## src/design/rdsc_pkg.sv

```systemverilog
// Shared types, constants and helper functions of the radix digit string converter.
package rdsc_pkg;

  localparam int VALUE_W = 64;
  localparam int RADIX_W = 5;
  localparam int REM_W   = 4;
  localparam int CHAR_W  = 7;

  // The divider retires this many quotient bits in each cycle.
  localparam int DIV_BITS  = 8;
  localparam int DIV_STEPS = VALUE_W / DIV_BITS;
  localparam int DIV_CNT_W = $clog2(DIV_STEPS);

  localparam logic [RADIX_W-1:0] RADIX_MIN = RADIX_W'(2);
  localparam logic [RADIX_W-1:0] RADIX_MAX = RADIX_W'(16);

  localparam logic [CHAR_W-1:0] CHAR_ZERO   = CHAR_W'(48);
  localparam logic [CHAR_W-1:0] CHAR_LOWER_A = CHAR_W'(97);

  typedef enum logic [1:0] {
    ST_IDLE,
    ST_DIVIDE,
    ST_SETTLE,
    ST_EMIT
  } state_t;

  typedef struct packed {
    logic             done;
    logic [REM_W-1:0] rem;
  } div_status_t;

  function automatic logic [RADIX_W-1:0] clamp_radix(input logic [RADIX_W-1:0] r);
    logic [RADIX_W-1:0] c;
    if (r < RADIX_MIN) begin
      c = RADIX_MIN;
    end else if (r > RADIX_MAX) begin
      c = RADIX_MAX;
    end else begin
      c = r;
    end
    return c;
  endfunction

  function automatic logic [CHAR_W-1:0] glyph(input logic [REM_W-1:0] d);
    logic [CHAR_W-1:0] c;
    if (d < REM_W'(10)) begin
      c = CHAR_ZERO + CHAR_W'(d);
    end else begin
      c = CHAR_LOWER_A + CHAR_W'(d - REM_W'(10));
    end
    return c;
  endfunction

endpackage

```

## src/design/rdsc_channels.sv

```systemverilog
// Valid/ready channel interfaces for the operand and the digit stream.
interface rdsc_operand_if;
  logic                              valid;
  logic                              ready;
  logic [rdsc_pkg::VALUE_W-1:0]      value;
  logic [rdsc_pkg::RADIX_W-1:0]      radix;

  modport source (output valid, output value, output radix, input ready);
  modport sink   (input valid, input value, input radix, output ready);
endinterface

interface rdsc_digit_if;
  logic                              valid;
  logic                              ready;
  logic [rdsc_pkg::CHAR_W-1:0]       digit_char;
  logic                              last;

  modport source (output valid, output digit_char, output last, input ready);
  modport sink   (input valid, input digit_char, input last, output ready);
endinterface

```

## src/design/rdsc_divider.sv

```systemverilog
// Iterative divider: splits a 64-bit value by a small radix, eight quotient bits a cycle.
module rdsc_divider (
  input  logic                           clk,
  input  logic                           rst,
  input  logic                           start,
  input  logic [rdsc_pkg::VALUE_W-1:0]   dividend,
  input  logic [rdsc_pkg::RADIX_W-1:0]   divisor,
  output logic [rdsc_pkg::VALUE_W-1:0]   quot,
  output rdsc_pkg::div_status_t          status
);

  logic [rdsc_pkg::VALUE_W-1:0]   work;
  logic [rdsc_pkg::VALUE_W-1:0]   work_next;
  logic [rdsc_pkg::REM_W-1:0]     rem;
  logic [rdsc_pkg::REM_W-1:0]     rem_next;
  logic [rdsc_pkg::RADIX_W-1:0]   div_r;
  logic [rdsc_pkg::DIV_CNT_W-1:0] cnt;
  logic                           running;
  logic                           done;
  logic                           last_step;

  // Restoring division on the top bits of the working word; quotient bits
  // shift in at the bottom, so after all steps the word holds the quotient.
  always_comb begin
    logic [rdsc_pkg::RADIX_W-1:0] p;
    logic [rdsc_pkg::REM_W-1:0]   r;
    logic [rdsc_pkg::VALUE_W-1:0] w;
    r = rem;
    w = work;
    for (int i = 0; i < rdsc_pkg::DIV_BITS; i++) begin
      p = {r, w[rdsc_pkg::VALUE_W-1]};
      w = {w[rdsc_pkg::VALUE_W-2:0], 1'b0};
      if (p >= div_r) begin
        r    = rdsc_pkg::REM_W'(p - div_r);
        w[0] = 1'b1;
      end else begin
        r = p[rdsc_pkg::REM_W-1:0];
      end
    end
    rem_next  = r;
    work_next = w;
  end

  assign last_step = running && (cnt == rdsc_pkg::DIV_CNT_W'(rdsc_pkg::DIV_STEPS - 1));

  always_ff @(posedge clk) begin
    if (rst) begin
      running <= 1'b0;
      done    <= 1'b0;
      cnt     <= '0;
    end else begin
      done <= last_step;
      if (start) begin
        running <= 1'b1;
        cnt     <= '0;
      end else if (running) begin
        cnt <= cnt + rdsc_pkg::DIV_CNT_W'(1);
        if (last_step) begin
          running <= 1'b0;
        end
      end
    end
  end

  always_ff @(posedge clk) begin
    if (start) begin
      work  <= dividend;
      rem   <= '0;
      div_r <= divisor;
    end else if (running) begin
      work <= work_next;
      rem  <= rem_next;
    end
  end

  assign quot        = work;
  assign status.done = done;
  assign status.rem  = rem;

endmodule

```

## src/design/rdsc_digit_mem.sv

```systemverilog
// Digit store: one write port, one registered read port.
module rdsc_digit_mem #(
  parameter  int DEPTH = 64,
  localparam int AW    = $clog2(DEPTH)
) (
  input  logic                         clk,
  input  logic                         wr_en,
  input  logic [AW-1:0]                wr_addr,
  input  logic [rdsc_pkg::REM_W-1:0]   wr_data,
  input  logic [AW-1:0]                rd_addr,
  output logic [rdsc_pkg::REM_W-1:0]   rd_data
);

  logic [rdsc_pkg::REM_W-1:0] mem [DEPTH];

  always_ff @(posedge clk) begin
    if (wr_en) begin
      mem[wr_addr] <= wr_data;
    end
  end

  always_ff @(posedge clk) begin
    rd_data <= mem[rd_addr];
  end

endmodule

```

## src/design/radix_digit_string_converter_unit.sv

```systemverilog
// Radix digit string converter: an unsigned 64-bit value in, its ASCII digit string out.
//
// Each item on the operand channel carries a 64-bit unsigned value and a
// radix; a radix below 2 is used as 2 and one above 16 as 16. The block
// answers with one item per digit character on the digit channel, most
// significant digit first, in lower case ('0'-'9', then 'a'-'f'), and the
// final, least significant character has last set. A value of zero gives the
// single character '0'. At most MAX_DIGITS digits are kept; if a value needs
// more, only its MAX_DIGITS least significant digits are sent. The operand
// channel is ready only while the block is idle, that is from the cycle after
// the final character has been placed in the output register until the next
// item is accepted. One shared divider produces each digit, retiring eight
// quotient bits a cycle; for each digit it divides, then the remainder is
// stored and the divider restarts. A value is first divided digit by
// digit, then its first digit is read from the store and loaded into the
// output register, and then its characters are sent. No item is accepted
// while a conversion is under way. The digit store needs no clearing after
// reset.
module radix_digit_string_converter_unit #(
  parameter int MAX_DIGITS = 64
) (
  input  logic             clk,
  input  logic             rst,
  rdsc_operand_if.sink     operand,
  rdsc_digit_if.source     digit
);

  localparam int CW = $clog2(MAX_DIGITS + 1);
  localparam int AW = $clog2(MAX_DIGITS);

  rdsc_pkg::state_t state;
  rdsc_pkg::state_t state_next;

  logic [CW-1:0]                  digit_count;
  logic [CW-1:0]                  digit_count_next;
  logic [CW-1:0]                  count_dec;
  logic [rdsc_pkg::RADIX_W-1:0]   radix;
  logic [rdsc_pkg::RADIX_W-1:0]   radix_in;

  logic                           accept;
  logic                           value_zero;
  logic                           stop;
  logic                           load_out;

  logic                           div_start;
  logic [rdsc_pkg::VALUE_W-1:0]   div_dividend;
  logic [rdsc_pkg::RADIX_W-1:0]   div_divisor;
  logic [rdsc_pkg::VALUE_W-1:0]   div_quot;
  rdsc_pkg::div_status_t          div_status;

  logic                           wr_en;
  logic [rdsc_pkg::REM_W-1:0]     wr_data;
  logic [AW-1:0]                  rd_addr;
  logic [rdsc_pkg::REM_W-1:0]     rd_data;

  logic                           out_valid;
  logic [rdsc_pkg::CHAR_W-1:0]    out_char;
  logic                           out_last;

  assign accept     = operand.valid && operand.ready;
  assign value_zero = (operand.value == '0);
  assign radix_in   = rdsc_pkg::clamp_radix(operand.radix);

  // Division ends once the quotient reaches zero or the store is full.
  assign stop = (div_quot == '0) || (digit_count == CW'(MAX_DIGITS - 1));

  // While emitting, the output register takes a new character whenever it is empty or
  // its current character leaves in this cycle.
  assign load_out = (state == rdsc_pkg::ST_EMIT) && (!out_valid || digit.ready);

  // Next state.
  always_comb begin
    state_next = state;
    case (state)
      rdsc_pkg::ST_IDLE: begin
        if (accept) begin
          state_next = value_zero ? rdsc_pkg::ST_SETTLE : rdsc_pkg::ST_DIVIDE;
        end
      end
      rdsc_pkg::ST_DIVIDE: begin
        if (div_status.done && stop) begin
          state_next = rdsc_pkg::ST_SETTLE;
        end
      end
      rdsc_pkg::ST_SETTLE: begin
        state_next = rdsc_pkg::ST_EMIT;
      end
      rdsc_pkg::ST_EMIT: begin
        if (load_out && (digit_count == CW'(1))) begin
          state_next = rdsc_pkg::ST_IDLE;
        end
      end
      default: begin
        state_next = rdsc_pkg::ST_IDLE;
      end
    endcase
  end

  // Sequencer outputs: operand ready, divider control, store writes and the digit count.
  always_comb begin
    operand.ready    = 1'b0;
    div_start        = 1'b0;
    div_dividend     = div_quot;
    div_divisor      = radix;
    wr_en            = 1'b0;
    wr_data          = div_status.rem;
    digit_count_next = digit_count;
    case (state)
      rdsc_pkg::ST_IDLE: begin
        operand.ready = 1'b1;
        div_dividend  = operand.value;
        div_divisor   = radix_in;
        wr_data       = '0;
        if (accept) begin
          div_start        = !value_zero;
          wr_en            = value_zero;
          digit_count_next = value_zero ? CW'(1) : '0;
        end
      end
      rdsc_pkg::ST_DIVIDE: begin
        if (div_status.done) begin
          wr_en            = 1'b1;
          div_start        = !stop;
          digit_count_next = digit_count + CW'(1);
        end
      end
      rdsc_pkg::ST_SETTLE: begin
        digit_count_next = digit_count;
      end
      rdsc_pkg::ST_EMIT: begin
        if (load_out) begin
          digit_count_next = digit_count - CW'(1);
        end
      end
      default: begin
        digit_count_next = '0;
      end
    endcase
  end

  // The store is read one step ahead, so the digit for the current count is
  // waiting in the read register when the output register can take it.
  assign count_dec = digit_count_next - CW'(1);
  assign rd_addr   = count_dec[AW-1:0];

  always_ff @(posedge clk) begin
    if (rst) begin
      state       <= rdsc_pkg::ST_IDLE;
      digit_count <= '0;
      out_valid   <= 1'b0;
    end else begin
      state       <= state_next;
      digit_count <= digit_count_next;
      if (load_out) begin
        out_valid <= 1'b1;
      end else if (digit.ready) begin
        out_valid <= 1'b0;
      end
    end
  end

  always_ff @(posedge clk) begin
    if (accept) begin
      radix <= radix_in;
    end
    if (load_out) begin
      out_char <= rdsc_pkg::glyph(rd_data);
      out_last <= (digit_count == CW'(1));
    end
  end

  rdsc_divider u_divider (
    .clk      (clk),
    .rst      (rst),
    .start    (div_start),
    .dividend (div_dividend),
    .divisor  (div_divisor),
    .quot     (div_quot),
    .status   (div_status)
  );

  rdsc_digit_mem #(
    .DEPTH (MAX_DIGITS)
  ) u_digit_mem (
    .clk     (clk),
    .wr_en   (wr_en),
    .wr_addr (digit_count[AW-1:0]),
    .wr_data (wr_data),
    .rd_addr (rd_addr),
    .rd_data (rd_data)
  );

  assign digit.valid      = out_valid;
  assign digit.digit_char = out_char;
  assign digit.last       = out_last;

endmodule

```

## src/flat_wrapper.sv

```systemverilog
// flat-port wrapper written by rule: the top's interface ports become plain ports
module radix_digit_string_converter_unit_flat 
#(
  parameter int MAX_DIGITS = 64
)
  (clk, rst, operand_valid, operand_value, operand_radix, operand_ready, digit_valid, digit_digit_char, digit_last, digit_ready);
  rdsc_operand_if operand_i ();
  rdsc_digit_if digit_i ();
  input  logic clk;
  input  logic rst;
  input wire logic [$bits(operand_i.valid)-1:0] operand_valid;
  input wire logic [$bits(operand_i.value)-1:0] operand_value;
  input wire logic [$bits(operand_i.radix)-1:0] operand_radix;
  output wire logic [$bits(operand_i.ready)-1:0] operand_ready;
  output wire logic [$bits(digit_i.valid)-1:0] digit_valid;
  output wire logic [$bits(digit_i.digit_char)-1:0] digit_digit_char;
  output wire logic [$bits(digit_i.last)-1:0] digit_last;
  input wire logic [$bits(digit_i.ready)-1:0] digit_ready;
  assign operand_i.valid = operand_valid;
  assign operand_i.value = operand_value;
  assign operand_i.radix = operand_radix;
  assign operand_ready = operand_i.ready;
  assign digit_valid = digit_i.valid;
  assign digit_digit_char = digit_i.digit_char;
  assign digit_last = digit_i.last;
  assign digit_i.ready = digit_ready;
  radix_digit_string_converter_unit #(.MAX_DIGITS(MAX_DIGITS)) u_core (.clk(clk), .rst(rst), .operand(operand_i), .digit(digit_i));
endmodule
```

## config.mk

```make
export PLATFORM = sky130hd
export DESIGN_NAME = radix_digit_string_converter_unit_flat
export DESIGN_NICKNAME = d
export VERILOG_FILES = /design/src/design/rdsc_pkg.sv /design/src/design/rdsc_channels.sv /design/src/design/rdsc_divider.sv /design/src/design/rdsc_digit_mem.sv /design/src/design/radix_digit_string_converter_unit.sv /design/src/flat_wrapper.sv
export SDC_FILE = /design/constraint.sdc
export NUM_CORES = 1
export LEC_CHECK = 0
export BUFFER_PORTS_ARGS = -buffer_cell sky130_fd_sc_hd__buf_2
export CAP_MARGIN = 20
export CORE_MARGIN = 1
export CORE_UTILIZATION = 65
export DETAILED_ROUTE_END_ITERATION = 10
export HOLD_SLACK_MARGIN = 0.06
export PLACE_DENSITY = 0.84
export SYNTH_ARGS = -nofsm -noshare
export SYNTH_HDL_FRONTEND = slang
export SYNTH_SLANG_ARGS = --single-unit
```

## constraint.sdc

```tcl
create_clock -name clk -period 28.8 [get_ports clk]
set_clock_uncertainty 0.2 [all_clocks]
set_input_delay 2.88 -clock clk [delete_from_list [all_inputs] [get_ports clk]]
set_output_delay 2.88 -clock clk [all_outputs]
set_load 0.05 [all_outputs]
```

==> results by group, run 1 <==
Placement
  • Routability Congestion: 0.914
  • HPWL Detailed: 25600 µm
  • Number of I/O port buffers: 82
  • Post-Place Cells: 1667

Routing
  • TritonRoute pass-1 iters: 6
  • Drt initial violations: 1121
  • Routed vias: 11200
  • Total detailed-routing wirelength: 39400 µm
  • Post-route DRC: 0
  • Routed Antenna Nets: 0
  • Avg WL per Cell: 22.7 µm
  • DR vias/cell: 6.46

Synthesis
  • Register bit total from synthesis: 361
  • Share of the synthesized area in the top cell type: 58.8%
  • Register area share after synthesis: 61.4%
  • Top cells by area, synth: edfxtp_1 (59%), mux2_2 (6.8%), mux2i_1 (4.0%), ha_1 (3.9%), nand2_1 (2.8%)
  • Post-Synthesis Cell Area: 17300 µm²
  • Average size of a mapped cell: 13.3 µm²
  • Syn. warnings: 0
  • Synth Instances: 1301
  • Largest area contributor in the netlist: edfxtp_1
  • Synth async-reset ratio: 0%
  • Distinct cells, synth: 72
  • Net Count, Synth: 1436
  • Main synth FF type: edfxtp_1
  • EDFF count, synth: 338

Critical path
  • R2R cell count: 64
  • Nature of the critical path endpoint: flop
  • CP Data Arrival Time: 13.90 ns
  • Reg2reg setup slack: 14.98 ns
  • Critical path peak fanout: 10
  • Worst Setup EP: u_core.u_divider.quot[0]
  • Worst R2R End: u_core.u_divider.quot[0]
  • Worst Path Required: 28.88 ns
  • WS Path Type: flop to flop
  • CP dominant cell by count: a21o_1
  • Startpoint class of the critical path: flop
  • Start of the worst register-to-register path: u_core.u_divider.div_r[1]
  • Critical path startpoint: u_core.u_divider.div_r[1]
  • CP peak stage delay: 0.63 ns
  • CP max stage cell: edfxtp_1

Clock tree
  • Clk buf depth: 3
  • CTS Root Cell: clkbuf_16
  • Setup Fix Bufs, Post-CTS: 0
  • H-tree level count: 2
  • CTS tree: yes
  • # resized after CTS: 0
  • CTS Hold Bufs: 0
  • CTS Sinks: 361
  • Worst-path clk slew: 0.06 ns
  • Later-pin clock latency in the skew report: 0.54 ns
  • Inserted Clock Buffers: 37

Global route
  • Total gr overflow: 0
  • Grt peak-use layer: met2
  • Initial antenna violation count: 0
  • Largest net degree at the start of global routing: 80
  • Met2 usage: 51.5%
  • Grt met1 use: 37.3%
  • Vias in the first global route: 11200
  • Tot GR Track Use: 29.6%
  • GRT met3 Usage: 3.57%
  • First-pass GRT wire length: 60400 µm

Timing
  • RSZ-0062 raised after global routing: no
  • Setup TNS: 0 ns
  • Final Setup Violations: 0
  • Fin. max-slew vios: 0
  • Crit path time final: 13.82 ns
  • Min Hold Slack: 0.325 ns
  • Final Hold Violating Endpoints: 0
  • Final period util: 48.0%
  • Worst-Margin Slew: 0.990 ns
  • Fmax: 72.3 MHz
  • Relative slew slack: 34.0%

Floorplan
  • IO Count: 83
  • Rows: 59
  • Die width: 165 µm
  • Die height: 165 µm
  • Full die area: 27200 µm²
  • Initial Utilization: 66.3%
  • Core area: 26100 µm²

Min path
  • Hold_sp: u_core.u_divider.rem[3]
  • Hold Path Class: flop to flop

Finish
  • Final #Nets: 1507
  • Area grow syn2layout: 10.2%
  • Share of cells above drive strength 1: 19.9%
  • Filler instances: 1634
  • Finished Layout Cells: 1736
  • N_diodes: 0

Outcome
  • Outcome: complete, no violations

Job
  • Max Cap Viol: 0
==> synthesized netlist by cell type, types with 6 or more instances <==
master	n
buf_2	18
nand3_1	18
nand2b_1	14
mux2i_1	69
inv_1	43
o22ai_1	28
nand2_1	130
clkbuf_1	16
ha_1	54
a32o_1	17
nand4_1	10
fa_1	8
nor3_1	18
xnor2_1	21
nand3b_1	6
a21oi_1	49
a21o_1	13
nor4_1	54
or3_1	6
buf_4	10
a211oi_1	8
buf_6	9
o21ai_0	20
nor2_1	96
dfxtp_1	23
edfxtp_1	338
mux2_2	105
nor2b_1	19
==> per-stage QoR <==
step	util, %	setup WS (ns)	area [µm²]
after floorplan	-	16.47	17300
after global routing	73.0	13.86	19000
after detailed placement	68.4	15.16	17800
final	73.0	14.98	19000
after CTS	72.9	15.13	19000
after global placement	68.4	15.74	17800
==> final cells by class <==
class	count	area (µm²)	area share (%)
Clock inverter	25	206	1.09
Tap cell	335	419	2.20
Clock buffer	43	958	5.04
Inverter	45	171	0.901
Sequential cell	361	10600	55.8
Multi-Input combinational cell	834	6140	32.3
Timing Repair Buffer	93	513	2.70
==> state kept, by name (all words and copies together) (netlist names), 3 cells and up <==
signal and count:
u_core.u_divider.cnt 3, u_core.digit.digit_char 7, u_core.u_digit_mem.rd_data 4, u_core.u_divider.rem 4, u_core.digit_count 7, u_core.u_divider.div_r 5
u_core.radix 5, u_core.u_divider.quot 64, u_core.u_digit_mem.mem 256
==> layout by cell type, fill, tap and decap left out, types with 13 or more instances in the layout <==
cell / Yosys / routed
nor4_1: 54 / 54
nand2b_1: 14 / 14
o21ai_0: 20 / 19
nor2_1: 96 / 96
clkbuf_16: 0 / 37
inv_1: 43 / 43
a21oi_1: 49 / 49
a21o_1: 13 / 13
nand2_1: 130 / 130
dfxtp_1: 23 / 23
nor2b_1: 19 / 15
nor3_1: 18 / 18
buf_2: 18 / 82
mux2_2: 105 / 105
o22ai_1: 28 / 28
edfxtp_1: 338 / 338
mux2i_1: 69 / 69
a32o_1: 17 / 17
nand3_1: 18 / 18
xnor2_1: 21 / 21
ha_1: 54 / 54
==> worst max-delay path, delay by kind of cell, from the launching register on <==
| family | cells | cell delay (ns) |
|---|---|---|
| mux | 7 | 2.35 |
| fa+ha+maj | 8 | 2.15 |
| compound gates | 25 | 5.03 |
| simple gates | 17 | 2.39 |
| flops | 1 | 0.63 |
| buf+inv | 7 | 0.76 |
==> routing by layer <==
| layer | part of all wire, % | vias up |
|---|---|---|
| li1 | - | 5073 |
| met1 | 39 | 5456 |
| met2 | 50 | 568 |
| met3 | 6.8 | 119 |
| met4 | 4.0 | 0 |
| met5 | 0 | - |
==> cells by family (layout without fill, tap and decap cells) <==
group | count (synthesis) | count (layout) | share of synthesized area, %
muxes | 176 | 176 | 11.0
buffers and inverters | 106 | 206 | 3.23
DFF | 361 | 361 | 61.4
adders and majority gates | 62 | 62 | 4.84
xor gates and xnor gates | 27 | 27 | 1.48
and+or+nand+nor | 398 | 398 | 11.3
AOI/OAI and AO/OA | 171 | 171 | 6.77
==> worst min-delay path by stage <==
stage	end	slack (ns)	cells past startpoint
after floorplan	u_core.u_divider.rem[2]	0.27	2
after global placement	u_core.u_divider.cnt[2]	0.31	2
after CTS	u_core.u_divider.rem[3]	0.32	2
after global routing	u_core.u_divider.rem[3]	0.33	2
after detailed placement	u_core.u_divider.rem[3]	0.31	2
final	u_core.u_divider.rem[3]	0.33	2
Power of run 1 is left out: the tool's default activity adds up to more than one toggle a clock period on the data nets, which glitch-free logic cannot reach.
==> run 2: changes to the inputs <==
--- a/config.mk
+++ b/config.mk
@@ -8,10 +8,10 @@
 export BUFFER_PORTS_ARGS = -buffer_cell sky130_fd_sc_hd__buf_2
 export CAP_MARGIN = 20
 export CORE_MARGIN = 1
-export CORE_UTILIZATION = 65
+export CORE_UTILIZATION = 56
 export DETAILED_ROUTE_END_ITERATION = 10
 export HOLD_SLACK_MARGIN = 0.06
-export PLACE_DENSITY = 0.84
+export PLACE_DENSITY = 0.77
 export SYNTH_ARGS = -nofsm -noshare
 export SYNTH_HDL_FRONTEND = slang
 export SYNTH_SLANG_ARGS = --single-unit
==> constraint.sdc (replaced) <==
create_clock -name clk -period 11.5 [get_ports clk]
set_clock_uncertainty 0.2 [all_clocks]
set_input_delay 1.15 -clock clk [delete_from_list [all_inputs] [get_ports clk]]
set_output_delay 1.15 -clock clk [all_outputs]
set_load 0.05 [all_outputs]
==> run 2 against run 1 <==
  * Cell area increased by 3.0%
  * Clock-buffer cell count rose by 7
  * Maximum frequency grew 21%
  * Non-clock buffer count grew 31
  * Sequential share of layout area fell by 1.6 points
  * Largest cell class unchanged
==> results by group, run 2 (same netlist as run 1, synthesis figures left out) <==
Outcome
  • Outcome: complete, no violations

Global route
  • Tot GR Track Use: 25.7% (-3.9 points)
  • Initial antenna violation count: 1 (+1)
  • Total gr overflow: 0 (unchanged)
  • Largest net degree at the start of global routing: 79 (-1.3%)
  • First-pass GRT wire length: 61600 µm (+1.9%)
  • Vias in the first global route: 11000 (-1.7%)

Clock tree
  • CTS Hold Bufs: 0 (unchanged)
  • Worst-path clk slew: 0.06 ns (about the same)
  • Clk buf depth: 3 (unchanged)
  • CTS tree: yes
  • H-tree level count: 2 (unchanged)
  • Inserted Clock Buffers: 38 (+2.7%)
  • Later-pin clock latency in the skew report: 0.53 ns (about the same)
  • CTS Sinks: 361 (unchanged)
  • CTS Root Cell: clkbuf_16

Placement
  • Post-Place Cells: 1733 (+4.0%)
  • Number of I/O port buffers: 82 (unchanged)
  • Routability Congestion: 0.875 (-4.2%)
  • Placed cell area: 18100 µm² (+1.5%)
  • HPWL Detailed: 25800 µm (+0.90%)
  • Place WS: -0.298 ns (-15.46 ns)

Finish
  • Reg with most FFs: u_core.u_digit_mem.mem
  • Most frequent cells in the layout: edfxtp_1 (338), nand2_1 (128), mux2_2 (99)
  • Final #Nets: 1539 (+2.1%)
  • Design area: 19600 µm² (+3.0%)
  • N_diodes: 0 (unchanged)
  • Finished Layout Cells: 1823 (+5.0%)
  • Share of cells above drive strength 1: 24.4% (+4.4 points)
  • Area grow syn2layout: 13.5%
  • Leading cell type in the layout, fill and taps excluded: edfxtp_1
  • Max reg flops: 256 (unchanged)

Timing
  • Final Hold Violating Endpoints: 0 (unchanged)
  • Fin. max-slew vios: 0 (unchanged)
  • Final Setup Violations: 0 (unchanged)
  • Min Hold Slack: 0.335 ns (+0.00984 ns)
  • Crit path time final: 11.43 ns (-2.39 ns)
  • Worst setup margin: 0.0704 ns (-14.91 ns)
  • Relative slew slack: 33.5% (-0.46 points)
  • Worst-Margin Slew: 0.997 ns (+0.00694 ns)
  • Fmax: 87.5 MHz (+21%)
  • Final period util: 99.4% (+51 points)
  • RSZ-0062 raised after global routing: yes

Routing
  • TritonRoute pass-1 iters: 5 (-1)
  • Routed vias: 11100 (-0.99%)
  • Routed Antenna Nets: 0 (unchanged)
  • Total detailed-routing wirelength: 39700 µm (+0.67%)
  • Avg WL per Cell: 21.8 µm (-4.1%)
  • Post-route DRC: 0 (unchanged)
  • DR vias/cell: 6.09 (-5.7%)
  • Drt initial violations: 1280 (+14%)

Floorplan
  • IO Count: 83 (unchanged)
  • Rows: 63 (+6.8%)
  • Die height: 178 µm (+7.6%)
  • Full die area: 31500 µm² (+16%)
  • Initial Utilization: 57.6% (-8.6 points)
  • Die width: 178 µm (+7.6%)
  • Core area: 30000 µm² (+15%)

Job
  • Max Cap Viol: 0 (unchanged)

Critical path
  • WS Path Type: flop to flop
  • Nature of the critical path endpoint: flop
  • CP max stage cell: edfxtp_1
  • CP peak stage delay: 0.43 ns (-0.20 ns)
  • R2R cell count: 64 (unchanged)
  • Startpoint class of the critical path: flop
  • Worst Path Required: 11.57 ns (-17.31 ns)
  • Critical path peak fanout: 7 (-3)
  • CP dominant cell by count: a21o_1
  • CP Data Arrival Time: 11.50 ns (-2.40 ns)

Min path
  • Hold depth: 2 (unchanged)
  • Hold Path Class: flop to flop
==> run 2: changes by cell type in the layout (fill, tap and decap cells not counted), sizes merged <==
cell	before	now
clkinv	19	12
clkbuf	43	50
bufinv	2	1
inv	47	49
buf	93	124
==> run 2: per-stage QoR <==
step | utilization [%] | setup TNS (ns)
after global placement | 60.4 | 0
after CTS | 64.5 | 0
final | 65.4 | 0
after floorplan | - | -0.0992
after global routing | 65.4 | -2.11
after detailed placement | 60.4 | -1.10
==> run 2: routing by layer <==
layer	part of all wire [%]	global-route usage (%)
met1	41	34.3
met2	49	42.3
met3	7.6	4.35
met4	3.4	9.69
met5	0	0
==> run 2: repair_timing <==
action | 4_1_cts | 5_1_grt
cloned | 0 | 0
pin swaps | 9 | 36
buffers inserted | 8 | 13
gates resized for setup | 5 | 34
endpoints found under the setup margin | 5 | 5
==> run 2: final timing paths <==
kind | slack, ns | startpoint | end
min | 0.34 | u_core.u_divider.cnt[1] | u_core.u_divider.cnt[1]
max reg2reg | 0.07 | u_core.u_divider.div_r[1] | u_core.u_divider.quot[0]
min reg2reg | 0.34 | u_core.u_divider.cnt[1] | u_core.u_divider.cnt[1]
max | 0.07 | u_core.u_divider.div_r[1] | u_core.u_divider.quot[0]
==> run 2: critical path, delay by kind of cell (launching register included) <==
| family | cells | cell delay, ns |
|---|---|---|
| AO/OA/AOI/OAI | 25 | 4.30 |
| adder cells (fa/ha/maj) | 8 | 1.59 |
| buffers and inverters | 7 | 0.48 |
| flip-flops | 1 | 0.43 |
| multiplexers | 7 | 2.15 |
| AND/OR/NAND/NOR | 17 | 2.03 |
==> run 2: cell type report <==
type / instances / area, µm²
Clock buffer: 50 / 996
Clock inverter: 19 / 155
Inverter: 45 / 176
Fill cell: 2132 / 10400
Sequential cell: 361 / 10600
Timing Repair Buffer: 124 / 726
Tap cell: 390 / 488
Multi-Input combinational cell: 834 / 6450
Power of run 2 is left out for the same reason.
==> run 3: changes to the inputs <==
--- a/config.mk
+++ b/config.mk
@@ -7,11 +7,11 @@
 export LEC_CHECK = 0
 export BUFFER_PORTS_ARGS = -buffer_cell sky130_fd_sc_hd__buf_2
 export CAP_MARGIN = 20
-export CORE_MARGIN = 1
-export CORE_UTILIZATION = 56
+export CORE_MARGIN = 10
+export CORE_UTILIZATION = 55
 export DETAILED_ROUTE_END_ITERATION = 10
 export HOLD_SLACK_MARGIN = 0.06
-export PLACE_DENSITY = 0.77
+export PLACE_DENSITY = 0.75
 export SYNTH_ARGS = -nofsm -noshare
 export SYNTH_HDL_FRONTEND = slang
 export SYNTH_SLANG_ARGS = --single-unit
==> run 3 against run 2 <==
  * Via count grew 0.28%
  * Cell area grew 0.37%
  * Non-clock buffer count is 1 higher
  * Die area up 23%
  * Sequential share of layout area decreased by 0.20 points
  * Worst hold slack worse by 0.0031 ns
  * Cell count rose by 0.22%
  * Clock-buffer cell count fell by 7
  * Maximum frequency is 0.51% higher
  * Critical path type unchanged
  * Critical endpoint is now u_core.u_divider.rem[3]
==> results by group, run 3 (same netlist as run 1, synthesis figures left out) <==
Outcome
  • Outcome: complete, no violations

Floorplan
  • IO Count: 83 (unchanged)
  • Die height: 197 µm (+11%)
  • Core area: 30700 µm² (+2.7%)
  • Full die area: 38900 µm² (+23%)
  • Rows: 64 (+1.6%)
  • Initial Utilization: 56.2% (-1.5 points)
  • Die width: 197 µm (+11%)

Finish
  • Area grow syn2layout: 13.9%
  • Share of cells above drive strength 1: 24.0% (-0.32 points)
  • Max reg flops: 256 (unchanged)
  • Filler instances: 2219 (+4.1%)
  • N_diodes: 0 (unchanged)
  • Util after Layout: 64.0% (-1.5 points)
  • Storage cell area: 10600 µm² (unchanged)
  • Finished Layout Cells: 1827 (+0.22%)
  • Multi-input gate area: 6390 µm² (-0.95%)
  • Leading cell type in the layout, fill and taps excluded: edfxtp_1
  • Most frequent cells in the layout: edfxtp_1 (338), nand2_1 (128), mux2_2 (100)
  • Reg with most FFs: u_core.u_digit_mem.mem
  • Final #Nets: 1539 (unchanged)

Placement
  • Routability Congestion: 0.892 (+1.9%)
  • HPWL Detailed: 26000 µm (+0.82%)
  • Number of I/O port buffers: 82 (unchanged)
  • Place WS: -0.267 ns (+0.0303 ns)
  • Post-Place Cells: 1739 (+0.35%)

Routing
  • Post-Route M1 WL: 16900 µm (+5.1%)
  • Drt initial violations: 966 (-25%)
  • Uppermost routed layer: met4
  • Total detailed-routing wirelength: 40300 µm (+1.6%)
  • Met2 WL: 19400 µm (+0.75%)
  • DR WL met3: 2650 µm (-12%)
  • Routed Antenna Nets: 0 (unchanged)
  • DR vias/cell: 6.10 (about the same)
  • Avg WL per Cell: 22.0 µm (+1.3%)
  • Post-route DRC: 0 (unchanged)
  • Routed vias: 11100 (+0.28%)
  • TritonRoute pass-1 iters: 5 (unchanged)

Min path
  • Hold Path Class: flop to flop

Global route
  • Tot GR Track Use: 20.0% (-5.7 points)
  • Initial antenna violation count: 0 (-1)
  • Largest net degree at the start of global routing: 80 (+1.3%)
  • Total gr overflow: 0 (unchanged)
  • Vias in the first global route: 11200 (+1.1%)
  • First-pass GRT wire length: 61700 µm (+0.12%)

Clock tree
  • Later-pin clock latency in the skew report: 0.53 ns (about the same)
  • CTS Hold Bufs: 0 (unchanged)
  • H-tree level count: 2 (unchanged)
  • CTS Sinks: 361 (unchanged)
  • Clk buf depth: 3 (unchanged)
  • CTS Root Cell: clkbuf_16
  • Worst-path clk slew: 0.06 ns (about the same)
  • Inserted Clock Buffers: 37 (-2.6%)
  • CTS tree: yes

Timing
  • Final Setup Violations: 0 (unchanged)
  • Fin. max-slew vios: 0 (unchanged)
  • RSZ-0062 raised after global routing: yes
  • Worst setup margin: 0.129 ns (+0.0585 ns)
  • Fmax: 87.9 MHz (+0.51%)
  • Crit path time final: 11.37 ns (-0.0585 ns)
  • Relative slew slack: 33.0% (-0.55 points)
  • Worst-Margin Slew: 1.01 ns (+0.00827 ns)
  • Final Hold Violating Endpoints: 0 (unchanged)
  • Final period util: 98.9% (-0.51 points)

Critical path
  • Startpoint class of the critical path: flop
  • WS Path Type: flop to flop
  • CP peak stage delay: 0.42 ns (about the same)
  • Nature of the critical path endpoint: flop
  • Worst Path Required: 11.72 ns (+0.15 ns)
  • CP Data Arrival Time: 11.59 ns (+0.09 ns)
  • CP dominant cell by count: a21o_1
  • Critical path peak fanout: 5 (-2)
  • CP max stage cell: edfxtp_1

Job
  • Max Cap Viol: 0 (unchanged)
run 3: changes by cell type in the layout (fill, tap and decap cells not counted), moves of 4 or more:
cell	delta
inv_6	-4
o21ai_2	-4
clkbuf_1	-7
bufinv_16	+5
o21ai_1	+4
run 3: per-layer routing:
metal | vias to the layer above | track usage, %
li1 | 5127 | -
met1 | 5438 | 26.4
met2 | 462 | 32.7
met3 | 109 | 3.36
met4 | 0 | 7.26
met5 | - | 0
run 3: worst max-delay path, delay by kind of cell (launching register included):
kind	cells	cell delay [ns]
muxes	7	1.83
buffers and inverters	8	0.74
AOI/OAI and AO/OA	26	4.42
adders and majority gates	8	1.71
and+or+nand+nor	16	1.95
DFF	1	0.42
run 3: what timing repair did:
item                                    4_1_cts  5_1_grt
buffers inserted                              7       14
endpoints found under the setup margin        5        5
pin swaps                                     3       38
gates resized for setup                       2       24
run 3: cell type report:
type                    instances  area share, %
clock buffers                  43           4.93
clock inverters                23           1.48
inverters                      45          0.884
multi-input cells             834           32.5
flip-flops and latches        361           53.9
well taps                     396           2.52
repair buffers                125           3.78
run 3: worst paths after layout:
| kind | start | end | slack (ns) | cells past startpoint |
|---|---|---|---|---|
| max | u_core.u_divider.div_r[1] | u_core.u_divider.rem[3] | 0.13 | 65 |
| min | u_core.u_divider.rem[3] | u_core.u_divider.rem[3] | 0.33 | 2 |
| max reg2reg | u_core.u_divider.div_r[1] | u_core.u_divider.rem[3] | 0.13 | 65 |
| min reg2reg | u_core.u_divider.rem[3] | u_core.u_divider.rem[3] | 0.33 | 2 |
run 3: per-stage QoR:
step | instance area [µm²] | setup TNS (ns) | hold WS, ns
2_1_floorplan | 17400 | -0.0992 | 0.271
3_3_place_gp | 18100 | 0 | 0.310
3_5_place_dp | 18100 | -0.971 | 0.317
4_1_cts | 19400 | 0 | 0.329
5_1_grt | 19700 | -1.84 | 0.352
6_report | 19700 | 0 | 0.332
Power of run 3 is left out for the same reason.
